`src/hw/rtl/gdd_pkg.sv`:
```
`default_nettype none

package gdd_pkg;

    // Field widths of the item formats.
    localparam int DAY_W    = 5;
    localparam int MONTH_W  = 4;
    localparam int YEAR_W   = 14;
    localparam int DIFF_W   = 22;
    localparam int WDAY_W   = 3;

    // A day number of any 14-bit year fits in 23 bits.
    localparam int DAYNUM_W = 23;

    localparam int MAX_YEAR_DEF = 9999;

    // Register stages inside one lane.
    localparam int LANE_STAGES = 5;

    // Difference saturates at the all-ones value of the result field.
    localparam logic [DIFF_W-1:0] DAYS_SAT = '1;

    // Division by 100 of a year: (y * 5243) >> 19 is exact for y < 16384.
    localparam int RECIP_100    = 5243;
    localparam int RECIP_100_W  = 13;
    localparam int RECIP_100_SH = 19;
    localparam int YPROD_W      = YEAR_W + RECIP_100_W;
    localparam int CENT_W       = YPROD_W - RECIP_100_SH;

    // Division by 7 of the biased Zeller sum: (x * 1171) >> 13 is exact for x < 1024.
    localparam int ZSUM_W      = 10;
    localparam int RECIP_7     = 1171;
    localparam int RECIP_7_W   = 11;
    localparam int RECIP_7_SH  = 13;
    localparam int ZPROD_W     = ZSUM_W + RECIP_7_W;
    localparam int ZQ_W        = ZPROD_W - RECIP_7_SH;

    // Multiple of 7 added so that the Zeller sum never goes negative.
    localparam int WDAY_BIAS   = 329;

    localparam int ZTERM_W     = 6;
    localparam int MBEFORE_W   = 9;

    localparam logic [MONTH_W-1:0] MONTH_JAN = 4'd1;
    localparam logic [MONTH_W-1:0] MONTH_FEB = 4'd2;
    localparam logic [MONTH_W-1:0] MONTH_MAR = 4'd3;
    localparam logic [MONTH_W-1:0] MONTH_APR = 4'd4;
    localparam logic [MONTH_W-1:0] MONTH_MAY = 4'd5;
    localparam logic [MONTH_W-1:0] MONTH_JUN = 4'd6;
    localparam logic [MONTH_W-1:0] MONTH_JUL = 4'd7;
    localparam logic [MONTH_W-1:0] MONTH_AUG = 4'd8;
    localparam logic [MONTH_W-1:0] MONTH_SEP = 4'd9;
    localparam logic [MONTH_W-1:0] MONTH_OCT = 4'd10;
    localparam logic [MONTH_W-1:0] MONTH_NOV = 4'd11;
    localparam logic [MONTH_W-1:0] MONTH_DEC = 4'd12;

    typedef struct packed {
        logic [DAY_W-1:0]   start_day;
        logic [MONTH_W-1:0] start_month;
        logic [YEAR_W-1:0]  start_year;
        logic [DAY_W-1:0]   end_day;
        logic [MONTH_W-1:0] end_month;
        logic [YEAR_W-1:0]  end_year;
    } gdd_in_t;

    typedef struct packed {
        logic               dates_valid;
        logic [DIFF_W-1:0]  days_between;
        logic [WDAY_W-1:0]  start_weekday;
    } gdd_out_t;

    typedef struct packed {
        logic [DAY_W-1:0]   day;
        logic [MONTH_W-1:0] month;
        logic [YEAR_W-1:0]  year;
    } date_t;

    typedef struct packed {
        logic                date_ok;
        logic [DAYNUM_W-1:0] day_num;
        logic [WDAY_W-1:0]   weekday;
    } lane_res_t;

    typedef logic [LANE_STAGES-1:0] stage_en_t;

    function automatic logic [DAY_W-1:0] month_len(input logic [MONTH_W-1:0] m,
                                                   input logic leap);
        logic [DAY_W-1:0] len;
        case (m)
            MONTH_FEB: len = leap ? 5'd29 : 5'd28;
            MONTH_APR, MONTH_JUN, MONTH_SEP, MONTH_NOV: len = 5'd30;
            MONTH_JAN, MONTH_MAR, MONTH_MAY, MONTH_JUL,
            MONTH_AUG, MONTH_OCT, MONTH_DEC: len = 5'd31;
            default: len = 5'd0;
        endcase
        return len;
    endfunction

    // Days in the months ahead of month m of a common year.
    function automatic logic [MBEFORE_W-1:0] month_before(input logic [MONTH_W-1:0] m);
        logic [MBEFORE_W-1:0] n;
        case (m)
            MONTH_JAN: n = 9'd0;
            MONTH_FEB: n = 9'd31;
            MONTH_MAR: n = 9'd59;
            MONTH_APR: n = 9'd90;
            MONTH_MAY: n = 9'd120;
            MONTH_JUN: n = 9'd151;
            MONTH_JUL: n = 9'd181;
            MONTH_AUG: n = 9'd212;
            MONTH_SEP: n = 9'd243;
            MONTH_OCT: n = 9'd273;
            MONTH_NOV: n = 9'd304;
            MONTH_DEC: n = 9'd334;
            default:   n = 9'd0;
        endcase
        return n;
    endfunction

    // Zeller month term (13 * (mm + 1)) / 5, where months below March count
    // as months 12 to 14 of the previous year.
    function automatic logic [ZTERM_W-1:0] zeller_month_term(input logic [MONTH_W-1:0] m);
        logic [ZTERM_W-1:0] t;
        case (m)
            4'd0:      t = 6'd33;
            MONTH_JAN: t = 6'd36;
            MONTH_FEB: t = 6'd39;
            MONTH_MAR: t = 6'd10;
            MONTH_APR: t = 6'd13;
            MONTH_MAY: t = 6'd15;
            MONTH_JUN: t = 6'd18;
            MONTH_JUL: t = 6'd20;
            MONTH_AUG: t = 6'd23;
            MONTH_SEP: t = 6'd26;
            MONTH_OCT: t = 6'd28;
            MONTH_NOV: t = 6'd31;
            MONTH_DEC: t = 6'd33;
            4'd13:     t = 6'd36;
            4'd14:     t = 6'd39;
            4'd15:     t = 6'd41;
            default:   t = 6'd0;
        endcase
        return t;
    endfunction

endpackage

`default_nettype wire

```
`src/hw/rtl/gdd_ifs.sv`:
```
`default_nettype none

// Channel that carries a pair of dates.
interface gdd_in_if;
    logic             valid;
    logic             ready;
    gdd_pkg::gdd_in_t data;

    modport source (output valid, output data, input ready);
    modport sink   (input valid, input data, output ready);
endinterface

// Channel that carries one result item.
interface gdd_out_if;
    logic              valid;
    logic              ready;
    gdd_pkg::gdd_out_t data;

    modport source (output valid, output data, input ready);
    modport sink   (input valid, input data, output ready);
endinterface

`default_nettype wire

```
`src/hw/rtl/gdd_lane.sv`:
```
`default_nettype none

// One date lane: validity, day number since 1 January of year 1, and the
// Zeller weekday. Pure datapath; stage i loads when en[i] is high.
module gdd_lane #(
    parameter int MAX_YEAR = gdd_pkg::MAX_YEAR_DEF
) (
    input  wire logic               clk,
    input  wire gdd_pkg::date_t     date,
    input  wire gdd_pkg::stage_en_t en,
    output gdd_pkg::lane_res_t      res
);

    localparam int YCMP_W = 16;
    localparam logic [YCMP_W-1:0] YEAR_LIMIT = YCMP_W'(MAX_YEAR);

    // Stage 1: products.
    logic [gdd_pkg::DAY_W-1:0]    d1_reg;
    logic [gdd_pkg::MONTH_W-1:0]  m1_reg;
    logic [gdd_pkg::YEAR_W-1:0]   y1_reg, y1_next;
    logic [gdd_pkg::YEAR_W-1:0]   p1_reg, p1_next;
    logic [gdd_pkg::DAYNUM_W-1:0] p365_reg, p365_next;
    logic [gdd_pkg::YPROD_W-1:0]  pprod_reg, pprod_next;
    logic [gdd_pkg::YPROD_W-1:0]  yprod_reg, yprod_next;
    logic [gdd_pkg::YPROD_W-1:0]  zprod_reg, zprod_next;
    logic [gdd_pkg::YEAR_W-1:0]   zy_reg, zy_next;
    logic                         zneg1_reg, zneg1_next;
    logic [gdd_pkg::ZTERM_W-1:0]  zmt1_reg, zmt1_next;
    logic                         early;

    // Stage 2: year base, leap flag, Zeller century split.
    logic [gdd_pkg::DAY_W-1:0]    d2_reg;
    logic [gdd_pkg::MONTH_W-1:0]  m2_reg;
    logic [gdd_pkg::DAYNUM_W-1:0] base_reg, base_next;
    logic                         leap_reg, leap_next;
    logic                         yok_reg, yok_next;
    logic [6:0]                   k_reg, k_next;
    logic [gdd_pkg::CENT_W-1:0]   j_reg;
    logic                         zneg2_reg;
    logic [gdd_pkg::ZTERM_W-1:0]  zmt2_reg;
    logic [gdd_pkg::CENT_W-1:0]   pq100, yq100, zq100;

    // Stage 3: day number, validity, biased Zeller sum.
    logic                         ok3_reg, ok3_next;
    logic [gdd_pkg::DAYNUM_W-1:0] n3_reg, n3_next;
    logic [gdd_pkg::ZSUM_W-1:0]   x3_reg, x3_next;
    logic [gdd_pkg::DAY_W-1:0]    mlen;
    logic [gdd_pkg::ZSUM_W-1:0]   zpos, zsub;

    // Stage 4: reciprocal product for the mod 7.
    logic                         ok4_reg;
    logic [gdd_pkg::DAYNUM_W-1:0] n4_reg;
    logic [gdd_pkg::ZSUM_W-1:0]   x4_reg;
    logic [gdd_pkg::ZPROD_W-1:0]  zp4_reg, zp4_next;

    // Stage 5: weekday.
    logic                         ok5_reg;
    logic [gdd_pkg::DAYNUM_W-1:0] n5_reg;
    logic [gdd_pkg::WDAY_W-1:0]   wd5_reg, wd5_next;
    logic [gdd_pkg::ZQ_W-1:0]     zq7;

    always_comb
    begin
        y1_next    = date.year;
        p1_next    = date.year - gdd_pkg::YEAR_W'(1);
        p365_next  = gdd_pkg::DAYNUM_W'(p1_next) * gdd_pkg::DAYNUM_W'(365);
        pprod_next = gdd_pkg::YPROD_W'(p1_next) * gdd_pkg::YPROD_W'(gdd_pkg::RECIP_100);
        yprod_next = gdd_pkg::YPROD_W'(date.year) * gdd_pkg::YPROD_W'(gdd_pkg::RECIP_100);
        early      = date.month < gdd_pkg::MONTH_MAR;
        zy_next    = early ? date.year - gdd_pkg::YEAR_W'(1) : date.year;
        zneg1_next = early && (date.year == '0);
        zprod_next = gdd_pkg::YPROD_W'(zy_next) * gdd_pkg::YPROD_W'(gdd_pkg::RECIP_100);
        zmt1_next  = gdd_pkg::zeller_month_term(date.month);
    end

    always_comb
    begin
        pq100     = pprod_reg[gdd_pkg::RECIP_100_SH +: gdd_pkg::CENT_W];
        yq100     = yprod_reg[gdd_pkg::RECIP_100_SH +: gdd_pkg::CENT_W];
        zq100     = zprod_reg[gdd_pkg::RECIP_100_SH +: gdd_pkg::CENT_W];
        base_next = p365_reg + gdd_pkg::DAYNUM_W'(p1_reg >> 2)
                  - gdd_pkg::DAYNUM_W'(pq100) + gdd_pkg::DAYNUM_W'(pq100 >> 2);
        // Divisible by 100 when the remainder is zero; by 400 when the
        // century count is also a multiple of four.
        leap_next = (y1_reg[1:0] == 2'b00)
                  && ((y1_reg != gdd_pkg::YEAR_W'(yq100) * gdd_pkg::YEAR_W'(100))
                      || (yq100[1:0] == 2'b00));
        yok_next  = (y1_reg != '0) && (YCMP_W'(y1_reg) <= YEAR_LIMIT);
        k_next    = 7'(zy_reg - gdd_pkg::YEAR_W'(zq100) * gdd_pkg::YEAR_W'(100));
    end

    always_comb
    begin
        mlen     = gdd_pkg::month_len(m2_reg, leap_reg);
        ok3_next = yok_reg && (m2_reg >= gdd_pkg::MONTH_JAN) && (m2_reg <= gdd_pkg::MONTH_DEC)
                 && (d2_reg != '0) && (d2_reg <= mlen);
        n3_next  = base_reg + gdd_pkg::DAYNUM_W'(gdd_pkg::month_before(m2_reg))
                 + gdd_pkg::DAYNUM_W'(leap_reg && (m2_reg > gdd_pkg::MONTH_FEB))
                 + gdd_pkg::DAYNUM_W'(d2_reg);
        // Year -1 (January or February of year 0) gives k = -1, j = 0.
        if (zneg2_reg)
        begin
            zpos = gdd_pkg::ZSUM_W'(d2_reg) + gdd_pkg::ZSUM_W'(zmt2_reg)
                 + gdd_pkg::ZSUM_W'(gdd_pkg::WDAY_BIAS);
            zsub = gdd_pkg::ZSUM_W'(1);
        end
        else
        begin
            zpos = gdd_pkg::ZSUM_W'(d2_reg) + gdd_pkg::ZSUM_W'(zmt2_reg)
                 + gdd_pkg::ZSUM_W'(gdd_pkg::WDAY_BIAS) + gdd_pkg::ZSUM_W'(k_reg)
                 + gdd_pkg::ZSUM_W'(k_reg >> 2) + gdd_pkg::ZSUM_W'(j_reg >> 2);
            zsub = gdd_pkg::ZSUM_W'({j_reg, 1'b0});
        end
        x3_next = zpos - zsub;
    end

    always_comb
    begin
        zp4_next = gdd_pkg::ZPROD_W'(x3_reg) * gdd_pkg::ZPROD_W'(gdd_pkg::RECIP_7);
        zq7      = zp4_reg[gdd_pkg::RECIP_7_SH +: gdd_pkg::ZQ_W];
        wd5_next = gdd_pkg::WDAY_W'(x4_reg - gdd_pkg::ZSUM_W'(zq7) * gdd_pkg::ZSUM_W'(7));
    end

    always_ff @(posedge clk)
    begin
        if (en[0])
        begin
            d1_reg    <= date.day;
            m1_reg    <= date.month;
            y1_reg    <= y1_next;
            p1_reg    <= p1_next;
            p365_reg  <= p365_next;
            pprod_reg <= pprod_next;
            yprod_reg <= yprod_next;
            zprod_reg <= zprod_next;
            zy_reg    <= zy_next;
            zneg1_reg <= zneg1_next;
            zmt1_reg  <= zmt1_next;
        end
        if (en[1])
        begin
            d2_reg    <= d1_reg;
            m2_reg    <= m1_reg;
            base_reg  <= base_next;
            leap_reg  <= leap_next;
            yok_reg   <= yok_next;
            k_reg     <= k_next;
            j_reg     <= zq100;
            zneg2_reg <= zneg1_reg;
            zmt2_reg  <= zmt1_reg;
        end
        if (en[2])
        begin
            ok3_reg <= ok3_next;
            n3_reg  <= n3_next;
            x3_reg  <= x3_next;
        end
        if (en[3])
        begin
            ok4_reg <= ok3_reg;
            n4_reg  <= n3_reg;
            x4_reg  <= x3_reg;
            zp4_reg <= zp4_next;
        end
        if (en[4])
        begin
            ok5_reg <= ok4_reg;
            n5_reg  <= n4_reg;
            wd5_reg <= wd5_next;
        end
    end

    assign res.date_ok = ok5_reg;
    assign res.day_num = n5_reg;
    assign res.weekday = wd5_reg;

endmodule

`default_nettype wire

```
`src/hw/rtl/gdd_merge.sv`:
```
`default_nettype none

// Combines the two lanes into one result item and holds it in the output
// register.
module gdd_merge (
    input  wire logic               clk,
    input  wire logic               en,
    input  wire gdd_pkg::lane_res_t start_res,
    input  wire gdd_pkg::lane_res_t end_res,
    output gdd_pkg::gdd_out_t       res
);

    logic                         both_ok;
    logic                         later;
    logic [gdd_pkg::DAYNUM_W-1:0] diff;
    logic [gdd_pkg::DIFF_W-1:0]   days_next;
    gdd_pkg::gdd_out_t            res_reg;

    always_comb
    begin
        both_ok = start_res.date_ok && end_res.date_ok;
        later   = end_res.day_num > start_res.day_num;
        diff    = end_res.day_num - start_res.day_num;
        if (!(both_ok && later))
        begin
            days_next = '0;
        end
        else if (diff > gdd_pkg::DAYNUM_W'(gdd_pkg::DAYS_SAT))
        begin
            days_next = gdd_pkg::DAYS_SAT;
        end
        else
        begin
            days_next = gdd_pkg::DIFF_W'(diff);
        end
    end

    always_ff @(posedge clk)
    begin
        if (en)
        begin
            res_reg.dates_valid   <= both_ok;
            res_reg.days_between  <= days_next;
            res_reg.start_weekday <= start_res.weekday;
        end
    end

    assign res = res_reg;

endmodule

`default_nettype wire

```
`src/hw/rtl/gregorian_date_difference_core.sv`:
```
`default_nettype none

// Channel   Role    Item
// -------   -----   ---------------------------------------------------------
// dates     sink    start and end date: day, month, year of each
// result    source  dates_valid, days_between, start_weekday
//
// One item is accepted per cycle, sustained while result.ready is high. The
// first lane stage loads at the accepting edge, four more lane stages follow,
// and the output register holds the merged result.
// Reset (rst_n, asynchronous, active low) clears only the valid bits.
// dates.ready falls only when every lane stage and the output register hold an
// item and result.ready is low; empty stages are filled on the way.
module gregorian_date_difference_core #(
    parameter int MAX_YEAR = gdd_pkg::MAX_YEAR_DEF
) (
    input  wire logic  clk,
    input  wire logic  rst_n,
    gdd_in_if.sink     dates,
    gdd_out_if.source  result
);

    localparam int NS = gdd_pkg::LANE_STAGES;

    // Valid bit of each lane stage, and of the output register.
    logic [NS-1:0] vld_reg, vld_next;
    logic          out_vld_reg;

    // take[i]: stage i may load this cycle. take[NS] is the output register.
    logic [NS:0]   take;

    gdd_pkg::date_t     start_date, end_date;
    gdd_pkg::lane_res_t start_res, end_res;
    gdd_pkg::gdd_out_t  merged;

    always_comb
    begin
        take[NS] = !out_vld_reg || result.ready;
        for (int i = NS - 1; i >= 0; i--)
        begin
            take[i] = !vld_reg[i] || take[i+1];
        end
        vld_next[0] = take[0] ? dates.valid : vld_reg[0];
        for (int i = 1; i < NS; i++)
        begin
            vld_next[i] = take[i] ? vld_reg[i-1] : vld_reg[i];
        end
    end

    always_ff @(posedge clk or negedge rst_n)
    begin
        if (!rst_n)
        begin
            vld_reg     <= '0;
            out_vld_reg <= 1'b0;
        end
        else
        begin
            vld_reg <= vld_next;
            if (take[NS])
            begin
                out_vld_reg <= vld_reg[NS-1];
            end
        end
    end

    // Each date goes down its own lane; both lanes step together.
    always_comb
    begin
        start_date.day   = dates.data.start_day;
        start_date.month = dates.data.start_month;
        start_date.year  = dates.data.start_year;
        end_date.day     = dates.data.end_day;
        end_date.month   = dates.data.end_month;
        end_date.year    = dates.data.end_year;
    end

    gdd_lane #(
        .MAX_YEAR (MAX_YEAR)
    ) u_start_lane (
        .clk  (clk),
        .date (start_date),
        .en   (take[NS-1:0]),
        .res  (start_res)
    );

    gdd_lane #(
        .MAX_YEAR (MAX_YEAR)
    ) u_end_lane (
        .clk  (clk),
        .date (end_date),
        .en   (take[NS-1:0]),
        .res  (end_res)
    );

    // The merge compares the two day numbers and takes the start weekday.
    gdd_merge u_merge (
        .clk       (clk),
        .en        (take[NS]),
        .start_res (start_res),
        .end_res   (end_res),
        .res       (merged)
    );

    assign dates.ready  = take[0];
    assign result.valid = out_vld_reg;
    assign result.data  = merged;

    // The input side only stalls when every stage holds an item and the
    // output cannot drain.
    a_stall_only_when_full: assert property (@(posedge clk) disable iff (!rst_n)
        !dates.ready |-> ((&vld_reg) && out_vld_reg && !result.ready))
        else $error("input stalled while the pipeline had a free slot");

    // An invalid pair never reports a day count.
    a_invalid_zero_days: assert property (@(posedge clk) disable iff (!rst_n)
        (result.valid && !result.data.dates_valid) |-> (result.data.days_between == '0))
        else $error("nonzero day count for invalid dates");

    // The weekday code stays within Saturday to Friday.
    a_weekday_range: assert property (@(posedge clk) disable iff (!rst_n)
        result.valid |-> (result.data.start_weekday <= gdd_pkg::WDAY_W'(6)))
        else $error("weekday code out of range");

    // A result that is taken frees the output register unless a new item
    // arrives from the last lane stage in the same cycle.
    a_output_drain: assert property (@(posedge clk) disable iff (!rst_n)
        (result.valid && result.ready && !vld_reg[NS-1]) |=> !result.valid)
        else $error("output register kept a delivered item");

endmodule

`default_nettype wire
```
`src/flat_wrapper.sv`:
```
// flat-port wrapper written by rule: the top's interface ports become plain ports
module gregorian_date_difference_core_flat 
#(
    parameter int MAX_YEAR = gdd_pkg::MAX_YEAR_DEF
)
  (clk, rst_n, dates_valid, dates_data, dates_ready, result_valid, result_data, result_ready);
  gdd_in_if dates_i ();
  gdd_out_if result_i ();
  input  wire logic clk;
  input  wire logic rst_n;
  input wire logic [$bits(dates_i.valid)-1:0] dates_valid;
  input wire logic [$bits(dates_i.data)-1:0] dates_data;
  output wire logic [$bits(dates_i.ready)-1:0] dates_ready;
  output wire logic [$bits(result_i.valid)-1:0] result_valid;
  output wire logic [$bits(result_i.data)-1:0] result_data;
  input wire logic [$bits(result_i.ready)-1:0] result_ready;
  assign dates_i.valid = dates_valid;
  assign dates_i.data = dates_data;
  assign dates_ready = dates_i.ready;
  assign result_valid = result_i.valid;
  assign result_data = result_i.data;
  assign result_i.ready = result_ready;
  gregorian_date_difference_core #(.MAX_YEAR(MAX_YEAR)) u_core (.clk(clk), .rst_n(rst_n), .dates(dates_i), .result(result_i));
endmodule
```
`config.mk`:
```
export PLATFORM = sky130hd
export DESIGN_NAME = gregorian_date_difference_core_flat
export DESIGN_NICKNAME = d
export VERILOG_FILES = /design/src/hw/rtl/gdd_pkg.sv /design/src/hw/rtl/gdd_ifs.sv /design/src/hw/rtl/gdd_lane.sv /design/src/hw/rtl/gdd_merge.sv /design/src/hw/rtl/gregorian_date_difference_core.sv /design/src/flat_wrapper.sv
export SDC_FILE = /design/constraint.sdc
export NUM_CORES = 2
export LEC_CHECK = 0
export BUFFER_PORTS_ARGS = -buffer_cell sky130_fd_sc_hd__buf_2
export CAP_MARGIN = 20
export CORE_MARGIN = 3
export CORE_UTILIZATION = 50
export DETAILED_ROUTE_END_ITERATION = 8
export GPL_ROUTABILITY_DRIVEN = 1
export HOLD_SLACK_MARGIN = 0.03
export MAX_ROUTING_LAYER = met4
export PLACE_DENSITY = 0.78
export SETUP_SLACK_MARGIN = 0.05
export SLEW_MARGIN = 10
export SYNTH_ARGS = -nofsm -noshare
export SYNTH_HDL_FRONTEND = slang
export SYNTH_SLANG_ARGS = --single-unit
```
`constraint.sdc`:
```
create_clock -name clk -period 9.5 [get_ports clk]
set_input_delay 0.95 -clock clk [delete_from_list [all_inputs] [get_ports clk]]
set_output_delay 0.95 -clock clk [all_outputs]
set_load 0.005 [all_outputs]
```
After elaboration in Yosys (flattened, before gate mapping)
Memory sizes are Yosys's and may differ from the RTL's. A register that Yosys moved wholly into a read port is not among the register bits.
Index checks and enable logic that the tools add are counted.

storage, ports and cells
  bits in writable memories = 0
  memories = 3
  memory bits (read-only) = 384
  latch bits = 0
  output and inout bits = 28
  register bits after elaboration = 566
  input bits = 50

memory list
  name              words  bits a word  rd ports  clocked after memory_dff  write ports  RTL line        RTL
  (name not given)  16     9            1         1                         0            gdd_pkg.sv:102  case (m)
  (name not given)  16     9            1         1                         0            gdd_pkg.sv:102
  (name not given)  16     6            1         1                         0            gdd_pkg.sv:124  case (m)

operators by class
  bitwise gates (word level) = 0
  eq/ne operators = 26
  div/mod/pow operators = 0
  muxes and demuxes = 10
  shift-type cells = 0
  reduce and logical (&&, ||, !) cells = 44
  order comparisons = 13
  $add $sub $neg = 23
  multipliers = 12

operators with widths
  cell                    number
  $mul 14x13->27 const B  5
  $add 23x1->23           2
  $add 23x12->23          2
  $add 23x5->23           2
  $add 23x6->23           2
  $add 23x9->23           2
  $mul 14x9->23 const B   2
  $sub 23x8->23           2
  $eq 4x4->1 const B      10
  $eq 4x3->1 const B      8
  $pmux 5 s3              2
  $le 14x14->1 const B    2
  $ne 14x14->1            2
  $reduce_bool 14->1      2
  $sub 14x1->14 const B   2
  $mul 8x5->12 const B    2
  $gt 23x22->1 const B    1
  $gt 23x23->1            1
  $sub 23x23->23          1
  $mux 22                 1
  $mul 10x11->21 const B  1
  $logic_and 1x1->1       17
  $eq 4x2->1 const B      4
  $logic_not 14->1        1
  27 further kinds        52

Longest topological paths before layout
  depth after elaboration = 7
  gate-level depth with buffers = 29
  gate-level depth less buffers = 29

Hierarchy
Synthesis repeated with hierarchy kept, for this count alone.

unflattened totals
  cell total of the unflattened synthesis = 5139
  area, all modules = 56133.8 µm²

modules (own cells, without submodules)
  module                           instances  cells each  area each (µm²)  seq. area each (µm²)
  gdd_lane at u_core.u_start_lane  1          2478        27023.4          7477.2
  gdd_lane at u_core.u_end_lane    1          2399        26578.0          7477.2
  gdd_merge                        1          242         2283.4           780.7
  gregorian_date_difference_core   1          20          249.0            150.1

Least setup slack after synthesis
No wires, ideal clock.

  path type = in2reg
  start = input port result_ready
  end = register u_core.u_end_lane.d1_reg[0] (netlist bit) (enable)
  buffers on the path = 0
  cell stages on the path = 3
  setup slack = 1272 ps
  required time = 7317 ps
  arrival time = 6046 ps
  path through = nor2b_1 -> and3_1 -> nand4_1

on the way
  longest elaborated chain between the ends = 6

ends and longest elaborated chain
  element                         RTL line                              RTL
  start: declaration              flat_wrapper.sv:16                    input wire logic [$bits(result_i.ready)-1:0] result_ready;
  $logic_or 1x1->1                gregorian_date_difference_core.sv:38  take[NS] = !out_vld_reg || result.ready;
  $logic_or 1x1->1 (5 in series)  gregorian_date_difference_core.sv:41  take[i] = !vld_reg[i] || take[i+1];
  via dates_ready                 flat_wrapper.sv:13                    output wire logic [$bits(dates_i.ready)-1:0] dates_ready;
  end signal: assignment          gdd_lane.sv:128                       d1_reg <= date.day;
  end: declaration                gdd_lane.sv:18                        logic [gdd_pkg::DAY_W-1:0] d1_reg;

The timed path passes the listed nets, and every way through them passes these cells.
A chain may end at the register's enable or synchronous reset.

Final worst setup path
  start = input port dates_data[24]
  end = register u_core.u_start_lane.zprod_reg[25] (netlist bit) (data pin)

on the way
  longest elaborated chain between the ends = 3

ends and longest elaborated chain
  element                                      RTL line            RTL
  start: declaration                           flat_wrapper.sv:12  input wire logic [$bits(dates_i.data)-1:0] dates_data;
  $sub 14x1->14                                gdd_lane.sv:70      zy_next = early ? date.year - gdd_pkg::YEAR_W'(1) : date.year;
  $mux 14 *                                    gdd_lane.sv:70
  $mul 14x13->27 *                             gdd_lane.sv:72      zprod_next = gdd_pkg::YPROD_W'(zy_next) * gdd_pkg::YPROD_W'(gdd_pkg::RECIP_100);
  via u_core.u_start_lane.zprod_next, one bit  gdd_lane.sv:25      logic [gdd_pkg::YPROD_W-1:0] zprod_reg, zprod_next;
  end signal: assignment                       gdd_lane.sv:135     zprod_reg <= zprod_next;
  end: declaration                             gdd_lane.sv:25

Mark *: on every way through the listed nets, which the timed path passes. The rest lies on a longest branch.

==> run metrics <==
Root Driver=clkbuf_16; total CTS buffers=50; Yosys top cell by area=edfxtp_1; critical path arrival=8.17 ns; Die H=312 um; Post-synth EDFFs=449; # hold bufs at CTS=0; initial antenna violation count=3; Final Setup Violations=0; die footprint=97400 um^2; Seq/Total Area, Yosys=29.9%; max cap viols=0; RSZ-0062 raised after global routing=no; largest cells by area after synthesis=edfxtp_1 29%, ha_1 24%, fa_1 20%; largest net degree at the start of global routing=105; Cells after Synth=4194; DRT Wirelength=87500 um; H-tree depth=2; Worst Hold Class=in -> async; Synth Net Count=5601; share of cells above drive strength 1=4.69%; GP Congestion=0.912; relative slew slack=33.8%; post-cts resize count=0; vias in the first global route=30047; Post-CTS Setup Inserts=0; fin crit period=7.81 ns; die width=312 um; Max Transition Viols Final=0; Synth-to-Final Area Change=8.06%; register area=14000 um^2; Iteration-0 DRC Markers=1406; DR WL/cell=15.6 um; Final nets=5738; GRT Overall Usage=19.1%; Max clock buf depth=3; Fin. Hold Viols=0; Worst EP required=9.86 ns; vias post-DR=28500; Worst-Margin Slew=0.986 ns; max reg flops=26; Peak Freq=128 MHz; first-pass GRT wire length=148000 um; fillers=7664; Pre-antenna DRT Iters=5; Yosys top cell area share=28.8%; status=completed; setup TNS=0 ns; DRC viols=0; Routed Antenna Nets=0; yosys warns=0; Avg Cell Area, Syn=11.2 um^2; Cell Rows=111; Top Ports=78; DR vias/cell=5.08; clk_skew=0.0256 ns; IO Port Bufs=77; Multi-input gate area=28900 um^2; Main synth FF type=edfxtp_1; ant diodes=0; worst setup path class=in -> reg; number of synthesized register bits=473; Worst setup SP type=input port; Worst-path clk slew=0.06 ns; worst-path maximum fanout=9; Async S/R FF share, synth=1.27%; CTS tree=yes; fin crit share=82.2%; DP HPWL=72900 um; CP Capture Type=register; library cells used by synthesis=62; CTS sink count=473; grt total ovfl=0; Initial Util=50.8%; Post-Syn Area=46800 um^2; Worst-Skew Late Latency=0.61 ns; Core ar.=92200 um^2
==> path summary, 6_finish.rpt <==
kind,slack (ns),endpoint,from,depth (start not counted)
worst max-delay path,1.69,u_core.u_start_lane.zprod_reg[25],dates_data[24],28
worst max register to register,4.54,u_core.u_start_lane.x3_reg[9],u_core.u_start_lane.d2_reg[1],23
min in group clk,0.41,u_core.u_start_lane.n5_reg[4],u_core.u_start_lane.n4_reg[4],0
worst min-delay path,0.17,u_core.vld_reg[4],rst_n,1
max in group asynchronous,9.18,u_core.result.valid,rst_n,1
worst min register to register,0.41,u_core.u_start_lane.n5_reg[4],u_core.u_start_lane.n4_reg[4],0
==> metrics by stage <==
| stage | utilization, % | hold WS (ns) | setup slack, ns | cells | area (um^2) |
|---|---|---|---|---|---|
| after floorplan | - | 0.400 | 1.27 | 4194 | 46800 |
| after global placement | 53.0 | 0.401 | 1.34 | 5519 | 48900 |
| after detailed placement | 53.0 | 0.405 | 1.05 | 5519 | 48900 |
| after CTS | 54.8 | 0.130 | 1.72 | 5609 | 50500 |
| after global routing | 54.9 | 0.151 | 1.17 | 5612 | 50600 |
| final | 54.9 | 0.166 | 1.69 | 5612 | 50600 |
==> layout make-up <==
| cell class | instances | share of cell area [%] |
|---|---|---|
| multi-input combinational | 2668 | 57.1 |
| timing repair buffer | 102 | 1.21 |
| sequential | 473 | 27.7 |
| inverter | 1036 | 7.69 |
| clock inverter | 31 | 0.687 |
| clock buffer | 59 | 2.58 |
| tap | 1243 | 3.07 |
==> worst max-delay path, stage by stage <==
cell and delay [ns]:
buf_2 0.20, inv_1 0.18, ha_1 0.24, a21boi_1 0.30, nand2_1 0.16, a21boi_1 0.29, nand2_1 0.17, a21boi_1 0.26
o21ai_0 0.15, nand2b_1 0.17, xnor2_1 0.50, inv_1 0.25, fa_1 0.53, inv_1 0.05, fa_1 0.50, fa_1 0.50
inv_1 0.06, fa_1 0.54, inv_1 0.05, ha_1 0.20, a211o_1 0.24, a211oi_1 0.23, a21oi_1 0.17, o41ai_2 0.52
o22ai_1 0.18, or2_1 0.27, a21oi_1 0.18, xnor2_1 0.08
==> placed cells by master (no fill, tap or decap), drive strengths merged, types with 10 or more instances in the layout <==
cell type / synthesis / routed
o21ai: 110 / 110
nand3: 43 / 43
buf: 0 / 102
edfxtp: 449 / 449
dfxtp: 18 / 18
a21o: 78 / 78
xor2: 94 / 94
ha: 891 / 891
nor4: 12 / 12
fa: 466 / 466
o211ai: 16 / 16
and3: 25 / 25
inv: 1036 / 1040
or2: 11 / 11
nor2b: 29 / 29
nand4: 20 / 20
mux2i: 11 / 11
nand2b: 33 / 33
a31oi: 11 / 11
a211oi: 19 / 19
a21oi: 164 / 164
and2: 10 / 10
nor2: 114 / 114
clkinv: 0 / 17
clkbuf: 17 / 59
o31ai: 12 / 12
o21a: 30 / 30
nand2: 116 / 116
nor3: 44 / 44
a21boi: 15 / 15
xnor2: 198 / 198
o21bai: 19 / 19
==> Yosys cell counts (16+ instances only) <==
| cell | number |
|---|---|
| inv_1 | 1036 |
| ha_1 | 891 |
| fa_1 | 466 |
| edfxtp_1 | 449 |
| xnor2_1 | 198 |
| a21oi_1 | 162 |
| nand2_1 | 116 |
| nor2_1 | 114 |
| o21ai_0 | 101 |
| xor2_1 | 94 |
| a21o_1 | 78 |
| nor3_1 | 44 |
| nand3_1 | 43 |
| nand2b_1 | 33 |
| o21a_1 | 30 |
| nor2b_1 | 29 |
| and3_1 | 25 |
| nand4_1 | 20 |
| a211oi_1 | 19 |
| o21bai_1 | 19 |
| dfxtp_1 | 18 |
| clkbuf_1 | 17 |
| o211ai_1 | 16 |
==> logic make-up after synthesis <==
family | Yosys count | share of synthesized area, %
AOI/OAI and AO/OA | 518 | 7.00
muxes | 17 | 0.404
DFF | 473 | 29.9
xor gates and xnor gates | 292 | 5.46
and+or+nand+nor | 484 | 5.08
adders and majority gates | 1357 | 43.7
buffers and inverters | 1053 | 8.44
==> routing by layer <==
layer / vias up / wire [um] / GRT usage, %
li1: 14090 / - / -
met1: 13839 / 39200 / 24.5
met2: 437 / 43000 / 32.5
met3: 134 / 3010 / 1.78
met4: 0 / 2340 / 5.42
met5: - / 0 / -
Power is not shown: default switching activity piles up to over one toggle a cycle in this logic, so the estimate is an artifact.
